--- config.mk ---
export PLATFORM = sky130hd
export DESIGN_NAME = pid_controller_filtered_deriv
export DESIGN_NICKNAME = d
export VERILOG_FILES = /design/src/rtl/core/pidfd_pkg.sv /design/src/rtl/core/pidfd_mul.sv /design/src/rtl/core/pid_controller_filtered_deriv.sv
export SDC_FILE = /design/constraint.sdc
export NUM_CORES = 2
export LEC_CHECK = 0
export ABC_CLOCK_PERIOD_IN_PS = 32200
export BUFFER_PORTS_ARGS = -buffer_cell sky130_fd_sc_hd__buf_2
export CELL_PAD_IN_SITES_DETAIL_PLACEMENT = 0
export CELL_PAD_IN_SITES_GLOBAL_PLACEMENT = 1
export CORE_MARGIN = 2
export CORE_UTILIZATION = 54
export DETAILED_ROUTE_END_ITERATION = 12
export GPL_TIMING_DRIVEN = 1
export PLACE_DENSITY_LB_ADDON = 0.1
export SYNTH_ARGS = -nofsm -noshare
export SYNTH_HDL_FRONTEND = slang
export SYNTH_SLANG_ARGS = --single-unit
--- constraint.sdc ---
create_clock -name aclk -period 32.2 [get_ports aclk]
set_input_delay 6.44 -clock aclk [delete_from_list [all_inputs] [get_ports aclk]]
set_output_delay 6.44 -clock aclk [all_outputs]
set_load 0.01 [all_outputs]
--- src/rtl/core/pidfd_pkg.sv ---
// ----------------------------------------------------------------------------
// pidfd_pkg
// Types, constants and helper functions of the filtered-derivative PID.
// ----------------------------------------------------------------------------
package pidfd_pkg;

    typedef logic [31:0]        word_t;
    typedef logic signed [63:0] prod_t;
    typedef logic [2:0]         cfg_idx_t;

    // Configuration register indexes
    localparam cfg_idx_t CFG_PROP_GAIN     = 3'd0;
    localparam cfg_idx_t CFG_INTEG_GAIN    = 3'd1;
    localparam cfg_idx_t CFG_DERIV_GAIN    = 3'd2;
    localparam cfg_idx_t CFG_BACKCALC_GAIN = 3'd3;
    localparam cfg_idx_t CFG_OUT_LOWER     = 3'd4;
    localparam cfg_idx_t CFG_OUT_UPPER     = 3'd5;
    localparam cfg_idx_t CFG_INTEG_LOWER   = 3'd6;
    localparam cfg_idx_t CFG_INTEG_UPPER   = 3'd7;

    // Register reset values
    localparam word_t RST_PROP_GAIN  = 32'd65536;
    localparam word_t RST_LIMIT_HIGH = 32'd1000000;
    localparam word_t RST_LIMIT_LOW  = 32'd0 - 32'd1000000;

    // Q15 low-pass coefficients
    localparam int    SMOOTH_ALPHA_Q15 = 12648;
    localparam int    SLOPE_ON_SENSED  = 1;
    localparam word_t ALPHA_NEW        = 32'(SMOOTH_ALPHA_Q15);
    localparam word_t ALPHA_OLD        = 32'(32768 - SMOOTH_ALPHA_Q15);

    // Accumulator saturation bounds
    localparam logic signed [32:0] SAT_POS = 33'sd2147483647;
    localparam logic signed [32:0] SAT_NEG = -33'sd2147483647;

    typedef enum logic [3:0] {
        ST_IDLE,
        ST_DIFF,
        ST_MUL_P,
        ST_MUL_I,
        ST_MUL_FA,
        ST_MUL_FB,
        ST_FILT,
        ST_MUL_D,
        ST_SUM,
        ST_CLAMP,
        ST_BC,
        ST_BC_ACC,
        ST_DONE
    } state_t;

    function automatic word_t clamp32(input word_t v, input word_t lo, input word_t hi);
        word_t r;
        if ($signed(v) > $signed(hi)) begin
            r = hi;
        end else if ($signed(v) < $signed(lo)) begin
            r = lo;
        end else begin
            r = v;
        end
        return r;
    endfunction

    // Saturating add into the accumulated error, then clamp
    function automatic word_t accum32(input word_t base, input word_t add,
                                      input word_t lo, input word_t hi);
        logic signed [32:0] s;
        word_t              sat;
        s = $signed({base[31], base}) + $signed({add[31], add});
        if (s > SAT_POS) begin
            sat = SAT_POS[31:0];
        end else if (s < SAT_NEG) begin
            sat = SAT_NEG[31:0];
        end else begin
            sat = s[31:0];
        end
        return clamp32(sat, lo, hi);
    endfunction

    function automatic word_t mag32(input word_t v);
        return v[31] ? (32'd0 - v) : v;
    endfunction

endpackage

--- src/rtl/core/pidfd_mul.sv ---
// ----------------------------------------------------------------------------
// pidfd_mul
// Shared signed 32x32 multiplier with a registered 64-bit product.
// ----------------------------------------------------------------------------
module pidfd_mul import pidfd_pkg::*; (
    input  logic  aclk,
    input  word_t mul_a,
    input  word_t mul_b,
    output prod_t prod_reg
);

    prod_t prod_next;

    assign prod_next = $signed(mul_a) * $signed(mul_b);

    always_ff @(posedge aclk) begin
        prod_reg <= prod_next;
    end

endmodule

--- src/rtl/core/pid_controller_filtered_deriv.sv ---
// ----------------------------------------------------------------------------
// pid_controller_filtered_deriv
// Fixed-point PID with Q15-filtered derivative and back-calculation anti-windup.
// ----------------------------------------------------------------------------
// Each input word carries a target and a sensed value; each result word
// carries the clamped drive plus peak |error|, peak |drive| and a sample
// count. All products run through one shared 32x32 multiplier, used six
// times per sample (P, I, two filter taps, D, back-calculation). A sample
// steps through DIFF, MUL_P, MUL_I, MUL_FA, MUL_FB, FILT, MUL_D, SUM, CLAMP,
// BC, BC_ACC when back-calculation fires, and DONE, where the result is loaded
// into the output register once it is free; the input is ready again only
// then, so samples are taken one at a time. A finished result waits in that
// register while the next sample is taken and worked on. Configuration
// writes are taken every cycle; write them only while no sample is in flight.
// ----------------------------------------------------------------------------
module pid_controller_filtered_deriv import pidfd_pkg::*; (
    input  logic         aclk,
    input  logic         aresetn,
    // input stream
    input  logic         s_tvalid,
    output logic         s_tready,
    input  logic [63:0]  s_tdata,   // [31:0] target_value, [63:32] sensed_value
    // result stream
    output logic         m_tvalid,
    input  logic         m_tready,
    output logic [127:0] m_tdata,   // [31:0] drive_value, [63:32] peak_abs_error,
                                    // [95:64] peak_abs_drive, [127:96] sample_count
    // configuration write channel
    input  logic         cfg_valid,
    output logic         cfg_ready,
    input  cfg_idx_t     cfg_index,
    input  word_t        cfg_data
);

    // ---------------- configuration registers ----------------
    word_t prop_gain_reg, integ_gain_reg, deriv_gain_reg, backcalc_gain_reg;
    word_t out_lower_reg, out_upper_reg, integ_lower_reg, integ_upper_reg;

    // ---------------- controller state ----------------
    word_t error_sum_reg, last_sensed_reg, last_error_reg, smoothed_reg;
    word_t update_total_reg, worst_error_reg, worst_drive_reg;

    // ---------------- per-sample working registers ----------------
    word_t tgt_reg, sen_reg, err_reg, slope_reg, total_reg, filt_reg, drive_reg;

    state_t        state_reg, state_next;
    logic          m_tvalid_reg, m_tvalid_next;
    logic [127:0]  m_tdata_reg;
    logic          load_out;
    logic          bc_needed;

    word_t mul_a, mul_b;
    prod_t prod_reg;
    word_t prod_q16;   // product >>> 16, low word
    word_t prod_q15;   // product >>> 15, low word

    assign cfg_ready = 1'b1;
    assign s_tready  = (state_reg == ST_IDLE);
    assign m_tvalid  = m_tvalid_reg;
    assign m_tdata   = m_tdata_reg;

    assign prod_q16  = prod_reg[47:16];
    assign prod_q15  = prod_reg[46:15];

    // Back-calculation fires only when the clamp changed the sum
    assign bc_needed = (backcalc_gain_reg != 32'd0) && (drive_reg != total_reg);

    // Output register frees up when empty or being drained this cycle
    assign load_out  = (state_reg == ST_DONE) && (!m_tvalid_reg || m_tready);

    // ---------------- shared multiplier ----------------
    pidfd_mul u_mul (
        .aclk     (aclk),
        .mul_a    (mul_a),
        .mul_b    (mul_b),
        .prod_reg (prod_reg)
    );

    // Operand select: each multiply step feeds its gain and signal
    always_comb begin
        mul_a = '0;
        mul_b = '0;
        unique case (state_reg)
            ST_MUL_P: begin
                mul_a = prop_gain_reg;
                mul_b = err_reg;
            end
            ST_MUL_I: begin
                mul_a = integ_gain_reg;
                mul_b = error_sum_reg;
            end
            ST_MUL_FA: begin
                mul_a = ALPHA_NEW;
                mul_b = slope_reg;
            end
            ST_MUL_FB: begin
                mul_a = ALPHA_OLD;
                mul_b = smoothed_reg;
            end
            ST_MUL_D: begin
                mul_a = deriv_gain_reg;
                mul_b = smoothed_reg;
            end
            ST_BC: begin
                mul_a = backcalc_gain_reg;
                mul_b = drive_reg - total_reg;
            end
            default: begin
                mul_a = '0;
                mul_b = '0;
            end
        endcase
    end

    // ---------------- sequencer ----------------
    always_ff @(posedge aclk) begin
        if (!aresetn) begin
            state_reg    <= ST_IDLE;
            m_tvalid_reg <= 1'b0;
        end else begin
            state_reg    <= state_next;
            m_tvalid_reg <= m_tvalid_next;
        end
    end

    always_comb begin
        state_next    = state_reg;
        m_tvalid_next = m_tvalid_reg;
        if (m_tvalid_reg && m_tready) begin
            m_tvalid_next = 1'b0;
        end
        unique case (state_reg)
            ST_IDLE:   if (s_tvalid) begin
                state_next = ST_DIFF;
            end
            ST_DIFF:   state_next = ST_MUL_P;
            ST_MUL_P:  state_next = ST_MUL_I;
            ST_MUL_I:  state_next = ST_MUL_FA;
            ST_MUL_FA: state_next = ST_MUL_FB;
            ST_MUL_FB: state_next = ST_FILT;
            ST_FILT:   state_next = ST_MUL_D;
            ST_MUL_D:  state_next = ST_SUM;
            ST_SUM:    state_next = ST_CLAMP;
            ST_CLAMP:  state_next = ST_BC;
            ST_BC:     state_next = bc_needed ? ST_BC_ACC : ST_DONE;
            ST_BC_ACC: state_next = ST_DONE;
            ST_DONE:   if (load_out) begin
                state_next    = ST_IDLE;
                m_tvalid_next = 1'b1;
            end
            default:   state_next = ST_IDLE;
        endcase
    end

    // ---------------- configuration writes ----------------
    always_ff @(posedge aclk) begin
        if (!aresetn) begin
            prop_gain_reg     <= RST_PROP_GAIN;
            integ_gain_reg    <= '0;
            deriv_gain_reg    <= '0;
            backcalc_gain_reg <= '0;
            out_lower_reg     <= RST_LIMIT_LOW;
            out_upper_reg     <= RST_LIMIT_HIGH;
            integ_lower_reg   <= RST_LIMIT_LOW;
            integ_upper_reg   <= RST_LIMIT_HIGH;
        end else if (cfg_valid && cfg_ready) begin
            unique case (cfg_index)
                CFG_PROP_GAIN:     prop_gain_reg     <= cfg_data;
                CFG_INTEG_GAIN:    integ_gain_reg    <= cfg_data;
                CFG_DERIV_GAIN:    deriv_gain_reg    <= cfg_data;
                CFG_BACKCALC_GAIN: backcalc_gain_reg <= cfg_data;
                CFG_OUT_LOWER:     out_lower_reg     <= cfg_data;
                CFG_OUT_UPPER:     out_upper_reg     <= cfg_data;
                CFG_INTEG_LOWER:   integ_lower_reg   <= cfg_data;
                CFG_INTEG_UPPER:   integ_upper_reg   <= cfg_data;
                default: ;
            endcase
        end
    end

    // ---------------- controller state updates ----------------
    always_ff @(posedge aclk) begin
        if (!aresetn) begin
            error_sum_reg    <= '0;
            last_sensed_reg  <= '0;
            last_error_reg   <= '0;
            smoothed_reg     <= '0;
            update_total_reg <= '0;
            worst_error_reg  <= '0;
            worst_drive_reg  <= '0;
        end else begin
            unique case (state_reg)
                ST_DIFF: begin
                    // Slope source is fixed at build time
                    if (SLOPE_ON_SENSED != 0) begin
                        last_sensed_reg <= sen_reg;
                    end
                    last_error_reg <= tgt_reg - sen_reg;
                end
                ST_MUL_P: begin
                    error_sum_reg <= accum32(error_sum_reg, err_reg,
                                             integ_lower_reg, integ_upper_reg);
                    if (mag32(err_reg) > worst_error_reg) begin
                        worst_error_reg <= mag32(err_reg);
                    end
                end
                ST_FILT: begin
                    // Wrap the two filter taps into the new smoothed slope
                    smoothed_reg <= filt_reg + prod_q15;
                end
                ST_BC: begin
                    update_total_reg <= update_total_reg + 32'd1;
                    if (mag32(drive_reg) > worst_drive_reg) begin
                        worst_drive_reg <= mag32(drive_reg);
                    end
                end
                ST_BC_ACC: begin
                    error_sum_reg <= accum32(error_sum_reg, prod_q16,
                                             integ_lower_reg, integ_upper_reg);
                end
                default: ;
            endcase
        end
    end

    // ---------------- per-sample datapath ----------------
    always_ff @(posedge aclk) begin
        unique case (state_reg)
            ST_IDLE: begin
                // Capture the input word on acceptance
                if (s_tvalid) begin
                    tgt_reg <= s_tdata[31:0];
                    sen_reg <= s_tdata[63:32];
                end
            end
            ST_DIFF: begin
                err_reg <= tgt_reg - sen_reg;
                if (SLOPE_ON_SENSED != 0) begin
                    slope_reg <= sen_reg - last_sensed_reg;
                end else begin
                    slope_reg <= (tgt_reg - sen_reg) - last_error_reg;
                end
            end
            ST_MUL_I:  total_reg <= prod_q16;               // P term
            ST_MUL_FA: total_reg <= total_reg + prod_q16;   // add I term
            ST_MUL_FB: filt_reg  <= prod_q15;               // new-slope tap
            ST_SUM:    total_reg <= total_reg + prod_q16;   // add D term
            ST_CLAMP:  drive_reg <= clamp32(total_reg, out_lower_reg, out_upper_reg);
            ST_DONE: begin
                if (load_out) begin
                    m_tdata_reg <= {update_total_reg, worst_drive_reg,
                                    worst_error_reg, drive_reg};
                end
            end
            default: ;
        endcase
    end

endmodule

Word level (Yosys, flattened, before mapping) --
Cells that the tools add are included.
Operators by class: add/subtract/negate cells 10, equality and inequality tests 22, multiply operators 1, reductions and logical operators 25, mux-type cells 27, order comparisons 12
Operator list (count):
- $mux W32 | 16
- $pmux W32 S6 | 1
- $gt A32 B32 Y1 | 5
- $pmux W32 S5 | 1
- $pmux W32 S2 | 2
- $lt A32 B32 Y1 | 3
- $sub A32 B32 Y32 | 3
- $add A32 B32 Y33 | 2
- $gt A33 B32 Y1 const B | 2
- $lt A33 B32 Y1 const B | 2
- $add A32 B32 Y32 | 2
- $sub A1 B32 Y32 const A | 2
- $pmux W4 S13 | 1
- $mul A32 B32 Y48 | 1
- $add A32 B1 Y32 const B | 1
- $ne A32 B32 Y1 | 1
- $reduce_bool A32 Y1 | 1
- $reduce_and A2 Y1 | 13
- $eq A4 B4 Y1 const B | 5
- $eq A4 B3 Y1 const B | 4
- $eq A3 B3 Y1 const B | 4
- $eq A4 B2 Y1 const B | 2
- $mux W4 | 2
- $eq A3 B2 Y1 const B | 2
- other kinds (12) | 19
Storage, ports and cells: bits of input ports 104, logic and storage cells 122, register bits 853, output and inout bits 131

Longest topological paths before layout --
depth in word-level cells 10, depth in mapped cells 44, gate-level depth less buffers 42

Hierarchy --
From an unflattened synthesis, not the netlist that was laid out.
Unflattened totals: cell total of the unflattened synthesis 9539, area total of the unflattened synthesis 88046.9 um^2
By module, submodules not included:
- pid_controller_filtered_deriv | times used 1, area an instance 50658.6 um^2, cells an instance 5616, sequential area each 19638.8 um^2
- pidfd_mul | times used 1, area an instance 37388.4 um^2, cells an instance 3923, sequential area each 1281.2 um^2

Least setup slack after synthesis --
No wires, ideal clock.
kind in2reg, from in m_tready, to reg m_tdata_reg[0] (netlist: m_tdata[0]), enable pin, data required time 31.271 ns, cell stages on the path 2, buffers on the path 0, slack 12.768 ns, arrival 18.502 ns, setup time 0.929 ns, path through nor2b_1 > nor4_1
Between the ends: word-level cells in the longest chain between the ends 3
Ends and longest elaborated chain:
- from (decl) | RTL line pid_controller_filtered_deriv.sv:25 | input logic m_tready,
- $logic_or A1 B1 Y1 | RTL line pid_controller_filtered_deriv.sv:69 | assign load_out = (state_reg == ST_DONE) && (!m_tvalid_reg || m_tready);
- $logic_and A1 B1 Y1 | RTL line pid_controller_filtered_deriv.sv:69
- $reduce_and A2 Y1 (no source line)
- to (signal assigned) | RTL line pid_controller_filtered_deriv.sv:251 | m_tdata_reg <= {update_total_reg, worst_drive_reg,
- to (decl) | RTL line pid_controller_filtered_deriv.sv:48 | logic [127:0] m_tdata_reg;
No other way between the ends. A chain may end at the register's enable or synchronous reset.

Final worst setup path --
from reg total_reg[1], to reg u_mul.prod_reg[47]
Between the ends: word-level cells in the longest chain between the ends 3
Ends and longest elaborated chain:
- from (decl) | RTL line pid_controller_filtered_deriv.sv:44 | word_t tgt_reg, sen_reg, err_reg, slope_reg, total_reg, filt_reg, drive_reg;
- from (signal assigned) | RTL line pid_controller_filtered_deriv.sv:244 | ST_MUL_I: total_reg <= prod_q16;
- from (signal assigned) | RTL line pid_controller_filtered_deriv.sv:245 | ST_MUL_FA: total_reg <= total_reg + prod_q16;
- from (signal assigned) | RTL line pid_controller_filtered_deriv.sv:247 | ST_SUM: total_reg <= total_reg + prod_q16;
- $sub A32 B32 Y32 | RTL line pid_controller_filtered_deriv.sv:106 | mul_b = drive_reg - total_reg;
- $pmux W32 S5 | RTL line pid_controller_filtered_deriv.sv:83 | unique case (state_reg)
- $mul A32 B32 Y48 | RTL line pidfd_mul.sv:14 | assign prod_next = $signed(mul_a) * $signed(mul_b);
- named net u_mul.prod_next[47] | RTL line pidfd_mul.sv:12 | prod_t prod_next;
- to (signal assigned) | RTL line pidfd_mul.sv:17 | prod_reg <= prod_next;
- to (decl) | RTL line pidfd_mul.sv:9 | output prod_t prod_reg
The timed path passes the listed nets, and every way through them passes these cells.

==> flow_metrics.py <==
metrics = {
    "setup_path": {
        "critPathRequiredTime_ps": 32800,
        "cp_slowest_stage_delay_ps": 900,
        "cp-start-kind": "flip-flop",
        "critPathArrivalTime_ps": 12700,
        "end_kind": "flip-flop",
        "critical_path.slowest_cell": "xnor2_1",
        "critPathMaxFanout": 30,
        "critPathKind": "reg -> reg",
        "cp_common_cell": "fa_1",
    },
    "cells_and_area": {
        "multiInputGateArea_um2": 51700,
        "final_cell_mix": "nand2_1, inv_1, fa_1",
        "syn_to_final_growth_pct": 8.39,
        "drive_gt1_frac": 0.0727,
        "num-fill-cells": 12900,
        "ff_latch_area_um2": 20300,
        "final_common_cell": "nand2_1",
        "largest_register_ffs": 128,
        "nNetsFinal": 10400,
    },
    "sta": {
        "fin_setup_tns_ps": 0,
        "slew_headroom": 0.0433,
        "finalSetupViolations": 0,
        "skew_ps": 111,
        "tightest_slew_ps": 1440,
        "hold_slack_ps": 432,
        "max_freq_mhz": 82.7,
        "rsz0062_at_grt": "no",
        "period_needed_ps": 12090,
        "slew_violations": 0,
        "final_hold_viol_count": 0,
        "post-route-period-util": 0.376,
    },
    "clock_network": {
        "numCtsBuffers": 95,
        "root_buffer": "clkbuf_16",
        "clock_latency_ps": 750,
        "cts_tree": "yes",
        "h-tree-depth": 3,
        "cts.clk_slew.worst_paths_ps": 60,
        "clockBufferDepth": 3,
        "cts_sinks": 838,
        "cts_resized": 0,
        "cts_setup_buffers": 0,
        "cts_hold_buf": 0,
    },
    "worst_hold_path": {
        "hold_path_class": "reg -> reg",
    },
    "power": {
        "power.leakage_nw": 36.9,
        "power_density_nw_per_um2": 45.8,
        "max-vdd-ir-drop_uv": 54.0,
    },
    "drt": {
        "viasPerCell": 5.96,
        "ant_nets": 0,
        "firstDrtPassIters": 10,
        "wl_per_cell_um": 25.9,
        "num_vias": 64400,
        "drcViolationCount": 32,
        "drt_iter0_drc": 6336,
        "wl_mm": 280,
    },
    "floorplanning": {
        "ios": 235,
        "initial_core_util": 0.544,
        "rows": 139,
        "die_w_um": 384,
        "dieArea_um2": 148000,
        "core-area_um2": 144000,
        "dieHeight_um": 384,
    },
    "logic_synthesis": {
        "synthesis.instances": 8755,
        "syn_area_um2": 78200,
        "synth_flop_cell": "dfxtp_1",
        "ys_ff_latch": 838,
        "synth_cell_type_count": 109,
        "syn_nets": 10300,
        "yosys_warnings": 0,
        "synth_seq_area_share": 0.260,
        "postSynth.asyncResetShare": 0,
        "synth_edf_count": 352,
        "avgSynthCellArea_um2": 8.93,
    },
    "global_route": {
        "grt_max_degree": 123,
        "grt_pass1_vias": 63400,
        "globalRouteMet3Util": 0.0808,
        "gr-usage-met2": 0.574,
        "overflow": 0,
        "met1_usage": 0.514,
        "busiest_layer": "met2",
        "grt_usage": 0.380,
        "antenna_found_initial": 17,
        "grt_pass1_wl_mm": 414,
    },
    "placed_design": {
        "hpwl_mm": 217,
        "place_congestion": 1.03,
        "port_buffers": 233,
    },
    "run_status": {
        "violations": "design-rule violations",
        "outcome": "complete, but fails checks",
    },
    "flow_run": {
        "cap_violations": 0,
    },
}
metal layers:
layer / vias up / wire length, µm / share of wire
met3: 655 / 27000 / 0.096
met2: 2979 / 122000 / 0.43
li1: 29100 / - / -
met1: 31700 / 114000 / 0.41
met5: - / 82 / 0.00029
met4: 12 / 17200 / 0.061
worst max-delay path: cells and delay by family, from the launching register on:
| family | cells | cell delay [ps] |
|---|---|---|
| adder cells (fa/ha/maj) | 10 | 4360 |
| XOR/XNOR | 4 | 1610 |
| AO/OA/AOI/OAI | 13 | 3340 |
| buffers and inverters | 6 | 770 |
| AND/OR/NAND/NOR | 7 | 1340 |
| flip-flops | 1 | 520 |
path summary, 6_finish.rpt:
| check | endpoint | cells after the start | startpoint | slack (ps) |
|---|---|---|---|---|
| setup / recovery | u_mul.prod_reg[47] | 40 | total_reg[1] | 20110 |
| hold / removal | m_tdata[46] | 0 | worst_error_reg[14] | 430 |
| setup reg to reg | u_mul.prod_reg[47] | 40 | total_reg[1] | 20110 |
| hold reg to reg | m_tdata[46] | 0 | worst_error_reg[14] | 430 |
Yosys cell counts, types with 67 or more instances:
master	count	area [µm²]
a211oi_1	81	608
nor2_1	535	2010
nand3_1	108	541
a21o_1	174	1310
xor2_1	101	885
clkbuf_1	335	1260
o21ai_0	241	1210
dfxtp_1	486	9730
nor2b_1	76	475
a22oi_1	97	728
a21oi_1	514	2570
o211ai_1	73	548
nor3_1	76	380
nand2_1	1482	5560
fa_1	845	16900
ha_1	639	8000
edfxtp_1	352	10600
xnor2_1	219	1920
nand4_1	97	607
mux2i_1	116	1160
nand2b_1	67	419
inv_1	1239	4650
area by class of cell:
class,instances,share of cell area
Inverter,1242,0.0551
Multi-Input combinational cell,6261,0.611
Clock inverter,48,0.00817
Timing Repair Buffer,384,0.0271
Sequential cell,838,0.240
Tap cell,1903,0.0281
Antenna cell,10,0.000295
Clock buffer,129,0.0310
cell families after synthesis:
logic type               Yosys count  synth area share
buffers and inverters           1656            0.0810
XOR/XNOR                         324            0.0370
other                              1         0.0000480
AO/OA/AOI/OAI                   1612             0.133
flip-flops                       838             0.260
AND/OR/NAND/NOR                 2685             0.150
multiplexers                     135            0.0177
adder cells (fa/ha/maj)         1504             0.321
where the power goes:
part | total [W] | leakage, nW | switching, W | internal [W]
Sequential | 0.00129 | 7.22 | 0.000108 | 0.00118
Combinational | 0.00144 | 28.1 | 0.000919 | 0.000526
Clock | 0.00115 | 1.60 | 0.000486 | 0.000661
Total | 0.00388 | 36.9 | 0.00151 | 0.00237
through the flow:
step	total power [W]	utilization	setup WS, ps	area, µm²	cells
after floorplan	0.00222	-	12770	78200	8755
after global placement	0.00269	0.566	20560	81400	10600
after detailed placement	0.00270	0.566	20520	81400	10600
after CTS	0.00385	0.590	20450	84700	10800
after global routing	0.00405	0.590	19720	84700	10800
final	0.00388	0.590	20110	84700	10800
Power figures use the tool's default switching activity.
